**config.mk**
```make
export PLATFORM = sky130hd
export DESIGN_NAME = sjl_dist
export DESIGN_NICKNAME = d
export VERILOG_FILES = /design/src/sv/sjl_pkg.sv /design/src/sv/sjl_dist.sv
export SDC_FILE = /design/constraint.sdc
export NUM_CORES = 2
export LEC_CHECK = 0
export CAP_MARGIN = 40
export CORE_MARGIN = 2
export CORE_UTILIZATION = 25
export CTS_CLUSTER_DIAMETER = 100
export DETAILED_ROUTE_END_ITERATION = 10
export DONT_BUFFER_PORTS = 1
export PLACE_DENSITY = 0.36
export SYNTH_ARGS = -nofsm -noshare
export SYNTH_HDL_FRONTEND = slang
export SYNTH_SLANG_ARGS = --single-unit
```
**constraint.sdc**
```tcl
create_clock -name clk -period 25.5 [get_ports clk]
set_input_delay 1.275 -clock clk [delete_from_list [all_inputs] [get_ports clk]]
set_output_delay 1.275 -clock clk [all_outputs]
set_load 0.1 [all_outputs]
```
**src/sv/sjl_pkg.sv**
```systemverilog
// ----------------------------------------------------------------------------
// sjl_pkg
// Shared types and constants for the self-organizing map winner lookup:
// payload structs, table geometry, joint limits and quantization constants.
// ----------------------------------------------------------------------------
package sjl_pkg;

  localparam int MAX_CELLS  = 8;
  localparam int MAX_PROTOS = 16;
  localparam int JOINTS     = 4;

  localparam int AXIS_BITS  = $clog2(MAX_CELLS);
  localparam int CELL_BITS  = 3 * AXIS_BITS;
  localparam int PROTO_BITS = $clog2(MAX_PROTOS);
  localparam int JOINT_BITS = $clog2(JOINTS);
  localparam int ROW_BITS   = CELL_BITS + PROTO_BITS;
  localparam int ROW_DEPTH  = 2 ** ROW_BITS;

  // 90 degrees in 1/64 degree units
  localparam int SPAN_RAW = 5760;

  localparam logic [3:0] MAX_CELLS_N = 4'(MAX_CELLS);
  localparam logic [4:0] MAX_PROTOS_N = 5'(MAX_PROTOS);

  localparam logic OP_LOAD  = 1'b0;
  localparam logic OP_QUERY = 1'b1;

  localparam logic [2:0] CFG_CELLS_Y    = 3'd0;
  localparam logic [2:0] CFG_CELLS_P    = 3'd1;
  localparam logic [2:0] CFG_CELLS_V    = 3'd2;
  localparam logic [2:0] CFG_PROTOS     = 3'd3;

  // axis minima: az -80, el -60, ver 0 degrees
  localparam logic signed [16:0] AXIS_MIN [3] = '{-17'sd5120, -17'sd3840, 17'sd0};

  // joint limits, inclusive
  localparam logic signed [15:0] JOINT_LOW  [JOINTS] =
    '{-16'sd3840, 16'sd0, -16'sd2240, 16'sd640};
  localparam logic signed [15:0] JOINT_HIGH [JOINTS] =
    '{16'sd0, 16'sd6400, 16'sd3840, 16'sd6400};

  typedef enum logic [1:0] {
    STATUS_OK    = 2'd0,
    STATUS_FAULT = 2'd1,
    STATUS_RANGE = 2'd2
  } sjl_status_t;

  typedef enum logic [2:0] {
    ST_IDLE,
    ST_QUANT,
    ST_SEARCH,
    ST_WAIT,
    ST_CHECK
  } sjl_state_t;

  typedef logic [JOINTS-1:0][15:0] sjl_joints_t;

  typedef struct packed {
    logic                    operation;
    logic [8:0]              load_cell;
    logic [3:0]              load_proto;
    logic [1:0]              load_joint;
    logic signed [15:0]      load_value;
    logic signed [15:0]      target_az;
    logic signed [15:0]      target_el;
    logic signed [15:0]      target_ver;
    logic signed [15:0]      pos_0;
    logic signed [15:0]      pos_1;
    logic signed [15:0]      pos_2;
    logic signed [15:0]      pos_3;
  } sjl_in_t;

  typedef struct packed {
    sjl_status_t             status;
    logic [3:0]              prototype_index;
    logic signed [15:0]      joint_cmd_0;
    logic signed [15:0]      joint_cmd_1;
    logic signed [15:0]      joint_cmd_2;
    logic signed [15:0]      joint_cmd_3;
  } sjl_out_t;

  typedef struct packed {
    logic [3:0] cells_y;
    logic [3:0] cells_p;
    logic [3:0] cells_v;
    logic [4:0] prototypes_used;
  } sjl_cfg_t;

  // one prototype read issued to the distance unit
  typedef struct packed {
    logic                  valid;
    logic                  last;
    logic [PROTO_BITS-1:0] idx;
  } sjl_issue_t;

  typedef struct packed {
    logic                 out_of_range;
    logic [CELL_BITS-1:0] cell_idx;
  } sjl_quant_t;

endpackage

```
**src/sv/sjl_dist.sv**
```systemverilog
// ----------------------------------------------------------------------------
// sjl_dist
// Shared squared-distance unit: takes one prototype per cycle from the
// weight memories, squares the joint differences, sums them and keeps the
// nearest prototype seen so far.
// ----------------------------------------------------------------------------
module sjl_dist (
  input  logic                                clk,
  input  logic                                rst,
  input  sjl_pkg::sjl_issue_t                 issue,
  input  sjl_pkg::sjl_joints_t                pos,
  input  sjl_pkg::sjl_joints_t                weights,
  output logic [sjl_pkg::PROTO_BITS-1:0]      best_idx,
  output sjl_pkg::sjl_joints_t                best_w,
  output logic                                done
);
  import sjl_pkg::*;

  sjl_issue_t         s0;
  sjl_issue_t         s1;
  sjl_joints_t        w1;
  logic [31:0]        sq   [JOINTS];
  logic [31:0]        sq_next [JOINTS];
  logic signed [16:0] diff [JOINTS];
  logic signed [33:0] prod [JOINTS];
  logic [33:0]        sum;
  logic [33:0]        best_d;

  // s0 lines up with the registered memory read
  always_ff @(posedge clk) begin
    if (rst) begin
      s0   <= '0;
      s1   <= '0;
      done <= 1'b0;
    end else begin
      s0   <= issue;
      s1   <= s0;
      done <= s1.valid && s1.last;
    end
  end

  always_comb begin
    for (int j = 0; j < JOINTS; j++) begin
      diff[j] = $signed({pos[j][15], pos[j]}) - $signed({weights[j][15], weights[j]});
      prod[j] = diff[j] * diff[j];
      sq_next[j] = prod[j][31:0];
    end
  end

  always_ff @(posedge clk) begin
    w1 <= weights;
    for (int j = 0; j < JOINTS; j++) begin
      sq[j] <= sq_next[j];
    end
  end

  always_comb begin
    sum = '0;
    for (int j = 0; j < JOINTS; j++) begin
      sum = sum + {2'b00, sq[j]};
    end
  end

  // first prototype always loads, later ones only when strictly nearer
  always_ff @(posedge clk) begin
    if (s1.valid && (s1.idx == '0 || sum < best_d)) begin
      best_d   <= sum;
      best_idx <= s1.idx;
      best_w   <= w1;
    end
  end

endmodule

```
; Word level (Yosys, flattened, before mapping)
; Memory sizes are Yosys's and may differ from the RTL's.
; Index checks and enable logic that the tools add are counted.
[op_classes]
addsub = 7
multipliers = 4
order_cmp = 1
reduce_logical = 4
[op_table]
columns = cell, n
row1 = 17-bit by 17-bit multiplier with 32-bit output, 4
row2 = 16-bit by 16-bit subtractor with 17-bit output, 4
row3 = 33-bit by 32-bit adder with 34-bit output, 1
row4 = 34-bit by 32-bit adder with 34-bit output, 1
row5 = 34-bit < comparator, 1
row6 = 32-bit by 32-bit adder with 33-bit output, 1
row7 = 4-bit zero test, 1
row8 = 1-bit logical AND, 2
row9 = 1-bit logical OR, 1
[totals]
register_bits = 179
mem_bits_rw = 128
inputBits = 136
out_inout_bits = 69
elab_cells = 34
n_memories = 1
[mem_list]
columns = memory, words, width, read_ports, rd_ports_with_merged_regs, wr, line
row1 = sq, 4, 32, 4, 0, 4, sjl_dist.sv:22  ; logic [31:0] sq [JOINTS];

; Logic depth before layout (Yosys ltp)
[logic_depth]
depth_word = 6
depth_mapped = 37
ltp_nobuf = 35

; Worst setup path after synthesis
; Ideal clock, no wire load.
[synth_timing]
kind = reg-to-reg
start = memory sq[1][3]
end = register best_d[0], enable pin
setup_time_ns = 0.611
arrival_ns = 9.755
required_time_ns = 24.889
slack_ns = 15.134
path_stages_with_launch = 23
n_path_buf = 0
period_less_slack_ns = 10.366
path_cell_list = dfxtp_1 fa_1 fa_1 ha_1 nor2b_1 o31a_1 o21ai_0 a21boi_0 o21ai_0 nand2b_1 a21o_1 a211oi_1 nor3_1 ha_1 a21o_1 a21o_1 a21oi_1 o21ai_0 a31o_2 a21oi_1 o211ai_1 a221oi_1 a2bb2oi_1
[synth_rtl]
columns = element, line
row1 = start: declaration, sjl_dist.sv:22
row2 = end signal: assignment, sjl_dist.sv:67  ; best_d <= sum;
row3 = end: declaration, sjl_dist.sv:27  ; logic [33:0] best_d;

==> metrics <==
commonest cells in the netlist=1,435 x inv_1, 1,095 x fa_1, 475 x nor2_1; Ys Warns=0; largest cells by area after synthesis=fa_1 43%, ha_1 11%, inv_1 11%; estimated wirelength of the detail-placed design=117 mm; r2r worst-path depth=20; Worst Hold End=best_w[30]; Setup Fix Bufs, Post-CTS=0; Post-Layout Cell Count=7,985; Worst setup EP type=register; via count=33,200; CTS Hold Buffers Added=0; Routed WL=140 mm; first-pass GRT wire length=224 mm; PortBufs=0; sequential fraction of the synthesis area=14.0%; Wirelength per Cell=17.6 um; Worst Hold Class=register to register; Synth Register Bits=303; setup TNS=0 ns; RR Endpoint=best_w[39]; Syn Inst Count=5,242; placed insts=7,895; R2R Path Start=sq[0][2]; most frequent cell after synthesis=inv_1; CTS resizes=0; unrepaired setup endpoints after global routing=no; TritonCTS Buffers=45; Worst Max-Slew Pin Slew=0.895 ns; hold path startpoint=w1[30]; Worst setup SP type=primary input; CTS tree=done; Die Wd=454 um; min Tclk post-route=9.82 ns; largest net degree at the start of global routing=103; Mapped Area=0.0505 mm2; Syn Area/Cell=9.64 um2; Worst Hold Depth=0; initial antenna violation count=5; Netlist cell types=74; Worst-path clk slew=0.05 ns; Worst Path Arrival=10.39 ns; Final ANT Viol Nets=0; FF/Latch Area=0.00709 mm2; status=completed; period utilisation layout=38.5%; Multi-input gate area=0.0377 mm2; critical path class=primary input to register; Required @ worst endpoint=26.07 ns; drt first pass iters=7; gr usage total=14.2%; Core ar.=0.201 mm2; setup violators final=0; EDFF count, synth=102; fill count=21,600; Setup Skew=0.0285 ns; share of cells above drive strength 1=3.82%; CP peak stage delay=0.58 ns; H-tree depth=2; FMAX=102 MHz; DRC Markers=0; die height=454 um; CP max stage cell=fa_1; pins over their slew limit=0; Top delay family on crit path=adder cells; Cell Rows=165; Synth Flop Type=dfxtp_1; clock root cell=clkbuf_16; Worst-Skew Late Latency=0.67 ns; Final Hold Viols=0; Via density=4.16; Starting Density=25.1%; number of global-route vias before repair=38,000; CTS Buffer Depth=3; total grt overflow=0; cell taking the most area after synthesis=fa_1; initial drt markers=1,395; share of the synthesized area in the top cell type=43.4%; Worst R2R Setup Slack=18.91 ns; I/O pins=205; Max Cap Viol=0; Placer Congestion=0.781; area grow syn2layout=10.9%; crit path buf inv count=8; Post-synth ARST share=0%; Nets=6,951; CTS sink count=303; overall die area=0.206 mm2; crit path max fanout=14; Worst slew margin=40.4%
==> cell type report <==
| type | count | share of cell area (%) |
|---|---|---|
| multi-input combinational | 3384 | 67.2 |
| antenna | 2 | 0.00893 |
| clock buffer | 55 | 2.18 |
| clock inverter | 29 | 0.504 |
| timing repair buffer | 87 | 1.78 |
| sequential | 303 | 12.6 |
| tap | 2672 | 5.96 |
| inverter | 1453 | 9.73 |
==> through the flow <==
step	setup WS [ns]	cell area [um2]	hold slack [ns]	util [%]
global placement	15.06	54000	0.385	26.8
global route	14.93	56100	0.402	27.8
CTS	15.58	56000	0.401	27.8
detailed placement	14.90	54500	0.389	27.0
finish	15.68	56100	0.400	27.8
floorplan	15.13	50500	0.386	-
==> state kept, by name, indices dropped and copies added (netlist names) <==
name	cells
best_d	34
s1	6
done	1
best_idx	4
s0	6
sq	124
w1	64
best_w	64
==> worst reg2reg max path, cell delays in order (launching register included) <==
cell       delay, ns
dfxtp_1         0.35
fa_1            0.51
inv_1           0.05
fa_1            0.52
inv_1           0.06
ha_1            0.27
a21oi_1         0.25
o22ai_1         0.18
o41ai_1         0.59
a21oi_1         0.29
o32ai_1         0.64
o21bai_1        0.12
a21oi_1         0.28
o21ai_0         0.17
xor2_1          0.23
ha_1            0.29
nor2b_1         0.13
o21ai_0         0.17
o2111ai_1       0.21
a2bb2oi_4       0.21
buf_12          0.58
==> routing by layer <==
metal / GRT usage [%] / share of wire, % / up-vias
met5: 0 / 0 / -
met3: 2.09 / 3.9 / 100
li1: - / - / 15700
met2: 24.7 / 50 / 465
met1: 18.7 / 45 / 16900
met4: 2.97 / 1.9 / 0
==> layout by cell type, fill, tap and decap left out, types with 8 or more instances in the layout <==
cell type / instances
o21bai_1: 27
fa_1: 1095
buf_8: 10
nand2_1: 380
and3_1: 16
buf_16: 10
nand4_1: 16
xor2_1: 49
nor2_1: 475
dfxtp_1: 201
o21a_1: 31
o21ai_0: 101
or3_1: 16
buf_4: 60
a211oi_1: 15
o31ai_1: 15
o211ai_1: 12
xnor2_1: 183
nor3_1: 40
nand3_1: 26
a21oi_1: 145
or2_2: 11
ha_1: 446
inv_2: 9
mux2i_1: 8
a21o_1: 73
clkinv_1: 12
nor2b_1: 43
nand2b_1: 30
edfxtp_1: 102
clkbuf_16: 48
a31oi_1: 13
inv_1: 1435
a21boi_0: 10
==> kinds of logic after synthesis <==
kind of cell,share of synthesized area [%]
other cells,0.0149
buf+inv,11.6
simple gates,9.14
xor+xnor,4.14
mux,0.181
flops,14.0
fa+ha+maj,54.4
compound gates,6.50
==> worst max path at each step <==
stage / start / depth (start not counted) / slack [ns] / endpoint
5_1_grt: pos[16] / 30 / 14.93 / sq[1][30]
3_3_place_gp: pos[16] / 32 / 15.06 / sq[1][31]
2_1_floorplan: sq[1][3] / 22 / 15.13 / best_d[0]
3_5_place_dp: pos[16] / 32 / 14.90 / sq[1][31]
4_1_cts: pos[16] / 32 / 15.58 / sq[1][31]
6_report: pos[16] / 35 / 15.68 / sq[1][30]
Power is not shown: default switching activity piles up to over one toggle a cycle in this logic, so the estimate is an artifact.
