$ cat src/sv/sjl_pkg.sv
// ----------------------------------------------------------------------------
// sjl_pkg
// Shared types and constants for the self-organizing map winner lookup:
// payload structs, table geometry, joint limits and quantization constants.
// ----------------------------------------------------------------------------
package sjl_pkg;

  localparam int MAX_CELLS  = 8;
  localparam int MAX_PROTOS = 16;
  localparam int JOINTS     = 4;

  localparam int AXIS_BITS  = $clog2(MAX_CELLS);
  localparam int CELL_BITS  = 3 * AXIS_BITS;
  localparam int PROTO_BITS = $clog2(MAX_PROTOS);
  localparam int JOINT_BITS = $clog2(JOINTS);
  localparam int ROW_BITS   = CELL_BITS + PROTO_BITS;
  localparam int ROW_DEPTH  = 2 ** ROW_BITS;

  // 90 degrees in 1/64 degree units
  localparam int SPAN_RAW = 5760;

  localparam logic [3:0] MAX_CELLS_N = 4'(MAX_CELLS);
  localparam logic [4:0] MAX_PROTOS_N = 5'(MAX_PROTOS);

  localparam logic OP_LOAD  = 1'b0;
  localparam logic OP_QUERY = 1'b1;

  localparam logic [2:0] CFG_CELLS_Y    = 3'd0;
  localparam logic [2:0] CFG_CELLS_P    = 3'd1;
  localparam logic [2:0] CFG_CELLS_V    = 3'd2;
  localparam logic [2:0] CFG_PROTOS     = 3'd3;

  // axis minima: az -80, el -60, ver 0 degrees
  localparam logic signed [16:0] AXIS_MIN [3] = '{-17'sd5120, -17'sd3840, 17'sd0};

  // joint limits, inclusive
  localparam logic signed [15:0] JOINT_LOW  [JOINTS] =
    '{-16'sd3840, 16'sd0, -16'sd2240, 16'sd640};
  localparam logic signed [15:0] JOINT_HIGH [JOINTS] =
    '{16'sd0, 16'sd6400, 16'sd3840, 16'sd6400};

  typedef enum logic [1:0] {
    STATUS_OK    = 2'd0,
    STATUS_FAULT = 2'd1,
    STATUS_RANGE = 2'd2
  } sjl_status_t;

  typedef enum logic [2:0] {
    ST_IDLE,
    ST_QUANT,
    ST_SEARCH,
    ST_WAIT,
    ST_CHECK
  } sjl_state_t;

  typedef logic [JOINTS-1:0][15:0] sjl_joints_t;

  typedef struct packed {
    logic                    operation;
    logic [8:0]              load_cell;
    logic [3:0]              load_proto;
    logic [1:0]              load_joint;
    logic signed [15:0]      load_value;
    logic signed [15:0]      target_az;
    logic signed [15:0]      target_el;
    logic signed [15:0]      target_ver;
    logic signed [15:0]      pos_0;
    logic signed [15:0]      pos_1;
    logic signed [15:0]      pos_2;
    logic signed [15:0]      pos_3;
  } sjl_in_t;

  typedef struct packed {
    sjl_status_t             status;
    logic [3:0]              prototype_index;
    logic signed [15:0]      joint_cmd_0;
    logic signed [15:0]      joint_cmd_1;
    logic signed [15:0]      joint_cmd_2;
    logic signed [15:0]      joint_cmd_3;
  } sjl_out_t;

  typedef struct packed {
    logic [3:0] cells_y;
    logic [3:0] cells_p;
    logic [3:0] cells_v;
    logic [4:0] prototypes_used;
  } sjl_cfg_t;

  // one prototype read issued to the distance unit
  typedef struct packed {
    logic                  valid;
    logic                  last;
    logic [PROTO_BITS-1:0] idx;
  } sjl_issue_t;

  typedef struct packed {
    logic                 out_of_range;
    logic [CELL_BITS-1:0] cell_idx;
  } sjl_quant_t;

endpackage

$ cat src/sv/sjl_quant.sv
// ----------------------------------------------------------------------------
// sjl_quant
// Quantizes target azimuth, elevation and vergence to a map cell and flags
// cells outside the configured grid.
// ----------------------------------------------------------------------------
module sjl_quant (
  input  logic signed [15:0] target_az,
  input  logic signed [15:0] target_el,
  input  logic signed [15:0] target_ver,
  input  sjl_pkg::sjl_cfg_t  cfg,
  output sjl_pkg::sjl_quant_t quant
);
  import sjl_pkg::*;

  logic [3:0]        n_axis [3];
  logic signed [15:0] raw   [3];
  logic signed [16:0] rel   [3];
  logic signed [21:0] num   [3];
  logic [3:0]        q      [3];
  logic              bad    [3];

  always_comb begin
    n_axis[0] = (cfg.cells_y > MAX_CELLS_N) ? MAX_CELLS_N : cfg.cells_y;
    n_axis[1] = (cfg.cells_p > MAX_CELLS_N) ? MAX_CELLS_N : cfg.cells_p;
    n_axis[2] = (cfg.cells_v > MAX_CELLS_N) ? MAX_CELLS_N : cfg.cells_v;
    raw[0] = target_az;
    raw[1] = target_el;
    raw[2] = target_ver;
    for (int a = 0; a < 3; a++) begin
      rel[a] = $signed({raw[a][15], raw[a]}) - AXIS_MIN[a];
      // vergence count sets the resolution of every axis
      num[a] = rel[a] * $signed({1'b0, n_axis[2]});
      q[a] = '0;
      // floor division by 90 degrees as a threshold ladder
      for (int t = 1; t <= MAX_CELLS; t++) begin
        if (num[a] >= $signed(22'(t * SPAN_RAW))) begin
          q[a] = 4'(t);
        end
      end
      bad[a] = num[a][21] || (q[a] >= n_axis[a]);
    end
    quant.out_of_range = bad[0] || bad[1] || bad[2];
    quant.cell_idx = {q[0][AXIS_BITS-1:0], q[1][AXIS_BITS-1:0], q[2][AXIS_BITS-1:0]};
  end

endmodule

$ cat config.mk
export PLATFORM = sky130hd
export DESIGN_NAME = sjl_quant
export DESIGN_NICKNAME = d
export VERILOG_FILES = /design/src/sv/sjl_pkg.sv /design/src/sv/sjl_quant.sv
export SDC_FILE = /design/constraint.sdc
export NUM_CORES = 1
export LEC_CHECK = 0
export BUFFER_PORTS_ARGS = -buffer_cell sky130_fd_sc_hd__buf_2
export CAP_MARGIN = 10
export CORE_MARGIN = 2
export CORE_UTILIZATION = 45
export DETAILED_ROUTE_END_ITERATION = 16
export RECOVER_POWER = 100
export SLEW_MARGIN = 10
export SYNTH_ARGS = -nofsm -noshare
export SYNTH_HDL_FRONTEND = slang
export SYNTH_SLANG_ARGS = --single-unit
$ cat constraint.sdc
create_clock -name vclk -period 11.3
set_clock_uncertainty 0.05 [all_clocks]
set_input_delay 1.695 -clock vclk [all_inputs]
set_output_delay 1.695 -clock vclk [all_outputs]
set_load 0.02 [all_outputs]
After elaboration in Yosys (flattened, before gate mapping)
Cells that the tools add are included.
{ "word_totals": {"register_bits": 0, "input_bits": 65, "output_inout_bits": 10, "wordCells": 67} }
{ "classes": {"reduce_logical": 5, "muxes": 27, "n_mul": 3, "n_addsub": 2, "order_cmp": 30} }
{ "ops": {"columns": ["op", "count"], "rows": [
  ["$ge A22 B16 Y1 const B", 6],
  ["$ge A22 B17 Y1 const B", 6],
  ["$mux W4", 24],
  ["$ge A21 B16 Y1 const B", 3],
  ["$ge A21 B17 Y1 const B", 3],
  ["$ge A22 B14 Y1 const B", 2],
  ["$ge A22 B15 Y1 const B", 2],
  ["$mul A17 B5 Y22", 2],
  ["$ge A21 B14 Y1 const B", 1],
  ["$ge A21 B15 Y1 const B", 1],
  ["$mul A16 B5 Y21", 1],
  ["$sub A16 B13 Y17 const B", 1],
  ["$sub A16 B14 Y17 const B", 1],
  ["$ge A4 B4 Y1", 3],
  ["$gt A4 B4 Y1 const B", 3],
  ["$logic_or A1 B1 Y1", 5],
  ["$mux W1", 3]
]} }

Depth between registers and ports, before layout
Gate-level depths: netlist (run 1).
{ "depth": {"depth_word": 16, "depth_mapped": 28} }

Worst setup path after synthesis (run 1)
OpenSTA, ideal clock, no wires.
{ "synth_path": {"path_type": "input -> output", "startpoint": "input cfg[7] in the netlist's numbering", "endpoint": "output quant[9] in the netlist's numbering", "t_arrival_ns": 7.699, "stages": 25, "required_time_ns": 9.555, "slack_ns": 1.856, "cell_sequence": "nor2b_1 -> clkbuf_1 -> clkbuf_1 -> and2_1 -> ha_1 -> fa_1 -> inv_1 -> fa_1 -> inv_1 -> ha_1 -> clkbuf_1 -> nand2_1 -> o31ai_1 -> a21boi_0 -> o21ai_0 -> xnor2_1 -> o211ai_1 -> a211oi_1 -> ha_1 -> a21o_1 -> a21oi_1 -> nor2_1 -> nor3_1 -> nand4_1 -> a2111o_1"} }
{ "synth_lines": {"columns": ["element", "line_no", "rtl"], "rows": [
  ["start: declaration", "sjl_quant.sv:10", "input sjl_pkg::sjl_cfg_t cfg,"],
  ["end: declaration", "sjl_quant.sv:11", "output sjl_pkg::sjl_quant_t quant"]
]} }

==> metrics.txt, run 1 <==
outcome=finished clean; crit path time final=10.65 ns; Net count, final=1412; worst path arrival time=8.91 ns; first-pass GRT wire length=33.3 mm; setup tns final=0 ns; RSZ-0062 raised after global routing=false; io pins=75; Pwr Total=0.632 mW; count leader, synth=inv_1; antenna viol nets, final=0; syn nets=1371; die height=141 um; Row Count=50; Synth top area share=24.3%; Setup Viol. Count Final=0; period utilization=94.3%; post-route insts no fill=1339; routability cong.=0.825; Fmax=93.9 MHz; Synthesis Warnings=0; total grt overflow=0; LEAKAGE=4.74 nW; vias per std cell=5.35; PortBufs=70; die footprint=20000 um^2; Mean Syn Cell Area=7.97 um^2; CP Max Fanout=24; Initial DRC Count=381; Synth area leader=fa_1; maxcap violations=0; Initial DRT Pass Iterations=5; hpwl dp=15.8 mm; Cell Int Power=0.253 mW; Unique masters post-synth=66; peak supply drop=0.0000264 V; CP Data Required Time=9.56 ns; DRC=0; Worst-Margin Slew=0.853 ns; Clock Power Share=0%; largest net degree at the start of global routing=39; register area=0 um^2; area of the multi-input gates=7820 um^2; Area growth syn-to-layout=6.26%; share of layout cells above drive strength 1=7.78%; Via Count=7164; Switching Fraction=59.9%; placed insts=1339; crit path launch type=input pin; core area=18600 um^2; Routed wire per std cell=13.5 um; vias in the first global route=7254; # clk buffers=0; Setup Buffers After CTS=0; Antenna diodes=0; Area contributors post-synth=fa_1 24%, ha_1 20%, and2_1 9.8%; sequential fraction of the synthesis area=0%; initial antenna violation count=0; Rel. slew slack=43.1%; Post-synth top cells=138 x inv_1, 137 x ha_1, 133 x and2_1; combinational power share=100.0%; Seq cells=0; sequential fraction of design power=0%; filler cell count=1925; post-CTS sizing=0; Setup CP Type=input pin to output port; Mapped Cells=1066; final hold viol count=0; WL final=18.1 mm; Die Span X=141 um; GRT Resource Usage Total=19.1%; worst hold-check slack=4.14 ns; Post-CTS Hold Fix Bufs=0; Initial Util=45.7%; Slew Limit Fails=0; pwr/cell area=70.1 nW/um^2; Critical Path Sink Type=output port; P_sw=0.379 mW; HP Class=input pin to output port; synthesized area=8490 um^2
## layout by cell type, fill, tap and decap left out, types with 9 or more instances in the layout
master    count
inv_1       138
ha_1        137
and2_1      133
fa_1        103
nor2_1       78
buf_2        65
nand2_1      56
a21oi_1      53
xnor2_1      44
o21ai_0      32
a21o_1       21
nor3_1       18
xor2_1       17
o211ai_1     16
a211oi_1     14
nand2b_1     13
nand4_1      13
o21a_1       13
nand3_1      11
a31oi_1       9
## worst max-delay path: stages
cell       delay [ns]
buf_2            0.14
inv_1            0.38
nand2_1          0.35
inv_1            0.73
clkbuf_1         0.41
nand2_1          0.13
fa_1             0.50
fa_1             0.44
nor2b_1          0.12
o2111ai_1        0.20
and3_1           0.30
o211ai_1         0.35
a21bo_2          0.19
a21oi_1          0.07
xnor2_1          0.42
o211ai_1         0.26
a211oi_1         0.53
ha_1             0.34
a21o_1           0.15
a21oi_1          0.28
nor2_1           0.07
nor3_1           0.14
nand4_1          0.11
a2111o_1         0.43
buf_2            0.17
## cell type report
class | instances | share of cell area [%]
multi-input combinational | 890 | 86.7
tap | 234 | 3.24
timing repair buffer | 77 | 4.35
inverter | 138 | 5.74
## final timing paths
| kind | startpoint | to | slack (ns) | depth (start not counted) |
|---|---|---|---|---|
| hold / removal | cfg[11] | quant[9] | 4.14 | 7 |
| setup / recovery | cfg[8] | quant[9] | 0.65 | 25 |
## cell families (layout without fill, tap and decap cells)
| group | after synthesis | count (layout) | share of synthesized area, % |
|---|---|---|---|
| XOR/XNOR | 61 | 61 | 6.29 |
| buffers and inverters | 176 | 215 | 7.91 |
| AO/OA/AOI/OAI | 230 | 230 | 19.0 |
| AND/OR/NAND/NOR | 358 | 358 | 22.2 |
| multiplexers | 1 | 1 | 0.133 |
| adder cells (fa/ha/maj) | 240 | 240 | 44.5 |
## layer usage
metal | part of all wire, % | track usage, %
met1 | 50 | 28.2
met4 | 0.29 | 0.368
met2 | 48 | 33.5
met3 | 1.8 | 0.236
met5 | 0 | 0
## metrics by stage
step	setup WS, ns	utilization [%]	cell area (um^2)
final	0.649	48.6	9020
after global placement	0.977	48.6	9040
after global routing	0.250	48.6	9020
after detailed placement	0.950	48.6	9040
after floorplan	1.86	-	8490
after CTS	0.920	48.6	9040
## power by group through the flow
stage / clock [mW] / sequential, mW / combinational (mW)
after floorplan: 0 / 0 / 0.498
after global placement: 0 / 0 / 0.631
after detailed placement: 0 / 0 / 0.634
after CTS: 0 / 0 / 0.639
after global routing: 0 / 0 / 0.731
final: 0 / 0 / 0.632
(Power assumes the default switching activity.)
==> run 2, diff against run 1 <==
--- a/config.mk
+++ b/config.mk
@@ -10,7 +10,7 @@
 export CORE_MARGIN = 2
 export CORE_UTILIZATION = 45
 export DETAILED_ROUTE_END_ITERATION = 16
-export RECOVER_POWER = 100
+export RECOVER_POWER = 50
 export SLEW_MARGIN = 10
 export SYNTH_ARGS = -nofsm -noshare
 export SYNTH_HDL_FRONTEND = slang
==> constraint.sdc (replaced) <==
create_clock -name vclk -period 11.3
set_clock_uncertainty 0.05 [all_clocks]
set_input_delay 1.13 -clock vclk [all_inputs]
set_output_delay 1.13 -clock vclk [all_outputs]
set_load 0.02 [all_outputs]
==> metrics.txt, run 2 (same netlist as run 1, synthesis figures left out) <==
cell mode on critical path=ha_1; Worst-Margin Slew=1.13 ns; total grt overflow=0; met1 Usage GRT=27.6%; core area=18600 um^2; Routed wire per std cell=13.5 um; maxcap violations=0; outcome=finished clean; pwr/cell area=69.9 nW/um^2; Antenna diodes=0; final hold viol count=0; CP max stage cell=nor2b_2; first-pass GRT wire length=32.7 mm; Pwr Total=0.630 mW; setup tns final=0 ns; Bufs and invs on worst path=5; Top delay family on crit path=compound AO/OA/AOI/OAI gates; Initial DRC Count=339; WL final=18.0 mm; post-route insts no fill=1336; Initial DRT Pass Iterations=6; most common cell after layout, fill and taps aside=inv_1; Die Span X=141 um; antenna viol nets, final=0; routability cong.=0.820; CP Data Required Time=10.12 ns; post-CTS sizing=0; Initial Util=45.7%; crit path time final=9.64 ns; filler cell count=1906; Row Count=50; final worst slack=1.66 ns; hpwl dp=15.6 mm; met2 GRT Util=32.7%; HP Class=input pin to output port; placed insts=1336; Fmax=104 MHz; Setup CP Type=input pin to output port; Rel. slew slack=23.6%; worst hold-check slack=3.01 ns; Final Instance Area=9010 um^2; Final Core Density=48.5%; Post-CTS Hold Fix Bufs=0; max incr delay on CP=0.80 ns; LEAKAGE=4.74 nW; Net count, final=1409; vias per std cell=5.41; largest net degree at the start of global routing=40; placed inst area=9020 um^2; initial antenna violation count=0; pre-CTS WS=1.74 ns; Via Count=7222; vias in the first global route=7100; commonest non-fill, non-tap cells in the layout=138 x inv_1, 137 x ha_1, 133 x and2_1; die footprint=20000 um^2; register area=0 um^2; Seq cells=0; Setup Viol. Count Final=0; io pins=75; PortBufs=70; Slew Limit Fails=0; worst path arrival time=8.46 ns; peak supply drop=0.0000231 V; Area growth syn-to-layout=6.10%; GRT Resource Usage Total=18.8%; Top Usage Layer GRT=met2; Critical Path Sink Type=output port; met3 Resource Use GR=0.439%; crit path launch type=input pin; DRC=0; RSZ-0062 raised after global routing=false; CP Max Fanout=27; # clk buffers=0; share of layout cells above drive strength 1=7.89%; die height=141 um; period utilization=85.3%; Setup Buffers After CTS=0
[run 2: cell count changes in the layout (fill, tap and decap cells not counted), sizes merged]
cell and change:
clkbuf -3
[run 2: final cells by class]
class / count / area, um^2 / area share (%)
Inverter: 138 / 518 / 5.75
Multi-Input combinational cell: 890 / 7830 / 86.8
Tap cell: 234 / 293 / 3.25
Timing Repair Buffer: 74 / 374 / 4.15
[run 2: routing by layer]
| layer | part of all wire, % | up-vias | routed length [um] |
|---|---|---|---|
| met2 | 47 | 97 | 8510 |
| met4 | 0.47 | 0 | 84 |
| met5 | 0 | - | 0 |
| li1 | - | 3691 | - |
| met1 | 49 | 3430 | 8850 |
| met3 | 3.1 | 4 | 561 |
[run 2: path summary, 6_finish.rpt]
kind | cells past startpoint | end | slack [ns] | start
worst min-delay path | 5 | quant[9] | 3.01 | cfg[8]
worst max-delay path | 27 | quant[9] | 1.66 | cfg[8]
[run 2: report_power, final]
part	total (mW)	internal (mW)	switching, mW
clock	0	0	0
sequential	0	0	0
combinational	0.630	0.251	0.379
==> run 3, diff against run 2 <==
--- a/config.mk
+++ b/config.mk
@@ -7,6 +7,7 @@
 export LEC_CHECK = 0
 export BUFFER_PORTS_ARGS = -buffer_cell sky130_fd_sc_hd__buf_2
 export CAP_MARGIN = 10
+export CORE_ASPECT_RATIO = 1.5
 export CORE_MARGIN = 2
 export CORE_UTILIZATION = 45
 export DETAILED_ROUTE_END_ITERATION = 16
==> metrics.txt, run 3 (same netlist as run 1, synthesis figures left out) <==
Die Span X=116 um; Seq cells=0; Worst-Margin Slew=0.821 ns; Final Core Density=48.7%; largest net degree at the start of global routing=42; CP Max Fanout=41; die height=172 um; RSZ-0062 raised after global routing=false; routability cong.=0.872; worst hold-check slack=2.95 ns; Via Count=7298; first-pass GRT wire length=32.7 mm; GRT Resource Usage Total=19.3%; Initial DRT Pass Iterations=4; die footprint=20000 um^2; DRC=0; period utilization=84.9%; setup tns final=0 ns; vias per std cell=5.39; Fmax=104 MHz; outcome=finished clean; Antenna diodes=0; initial antenna violation count=0; io pins=75; register area=0 um^2; PortBufs=70; worst path arrival time=8.41 ns; post-CTS sizing=0; hpwl dp=16.1 mm; Setup CP Type=input pin to output port; maxcap violations=0; Routed wire per std cell=13.7 um; Critical Path Sink Type=output port; Area growth syn-to-layout=6.42%; WL final=18.6 mm; HP Class=input pin to output port; total grt overflow=0; commonest non-fill, non-tap cells in the layout=138 x inv_1, 137 x ha_1, 132 x and2_1; antenna viol nets, final=0; Rel. slew slack=44.4%; Initial Util=45.8%; Net count, final=1410; area of the multi-input gates=7820 um^2; LEAKAGE=4.75 nW; Final Instance Area=9040 um^2; crit path launch type=input pin; core area=18500 um^2; crit path time final=9.59 ns; filler cell count=1907; Slew Limit Fails=0; peak supply drop=0.0000349 V; vias in the first global route=7355; pwr/cell area=69.7 nW/um^2; Post-CTS Hold Fix Bufs=0; Initial DRC Count=250; Setup Viol. Count Final=0; Setup Buffers After CTS=0; share of layout cells above drive strength 1=8.07%; most common cell after layout, fill and taps aside=inv_1; CP Data Required Time=10.12 ns; Row Count=61; # clk buffers=0; final hold viol count=0; placed inst area=9050 um^2
run 3: layer usage:
| layer | routed length (um) | global-route usage [%] | share of wire [%] | up-vias |
|---|---|---|---|---|
| met5 | 0 | 0 | 0 | - |
| met4 | 178 | 2.07 | 0.96 | 0 |
| met3 | 257 | 0.351 | 1.4 | 12 |
| met2 | 10500 | 39.1 | 56 | 73 |
| met1 | 7700 | 23.0 | 41 | 3523 |
| li1 | - | - | - | 3690 |
run 3: cell type report:
| cell class | count | area share [%] |
|---|---|---|
| tap | 252 | 3.49 |
| multi-input combinational | 890 | 86.5 |
| inverter | 138 | 5.73 |
| timing repair buffer | 75 | 4.25 |
run 3: final timing paths:
path	startpoint	to	cells after the start
worst max-delay path	cfg[8]	quant[9]	24
worst min-delay path	cfg[8]	quant[9]	5
run 3: through the flow:
step,setup slack [ns],power (mW),cells
floorplan,2.99,0.498,1066
global placement,1.92,0.630,1355
detailed placement,1.87,0.634,1355
CTS,1.87,0.639,1355
global route,1.02,0.724,1355
finish,1.71,0.630,1355
run 3: critical path: stages:
cell	delay, ns
buf_2	0.09
buf_4	0.24
inv_1	0.40
nand2_1	0.34
inv_1	0.47
clkbuf_1	0.53
and2_0	0.26
fa_1	0.41
ha_1	0.50
nand2_1	0.19
o31ai_1	0.60
a21boi_0	0.26
o21ai_0	0.37
xnor2_1	0.24
o211ai_1	0.23
a211oi_1	0.50
ha_1	0.32
a21o_1	0.15
a21oi_1	0.25
nor2_1	0.07
nor3_1	0.14
nand4_1	0.11
a2111o_1	0.42
buf_2	0.17
run 3: where the power goes:
group	switching, mW	internal [mW]
Clock	0	0
Sequential	0	0
Combinational	0.378	0.251
Total	0.378	0.251
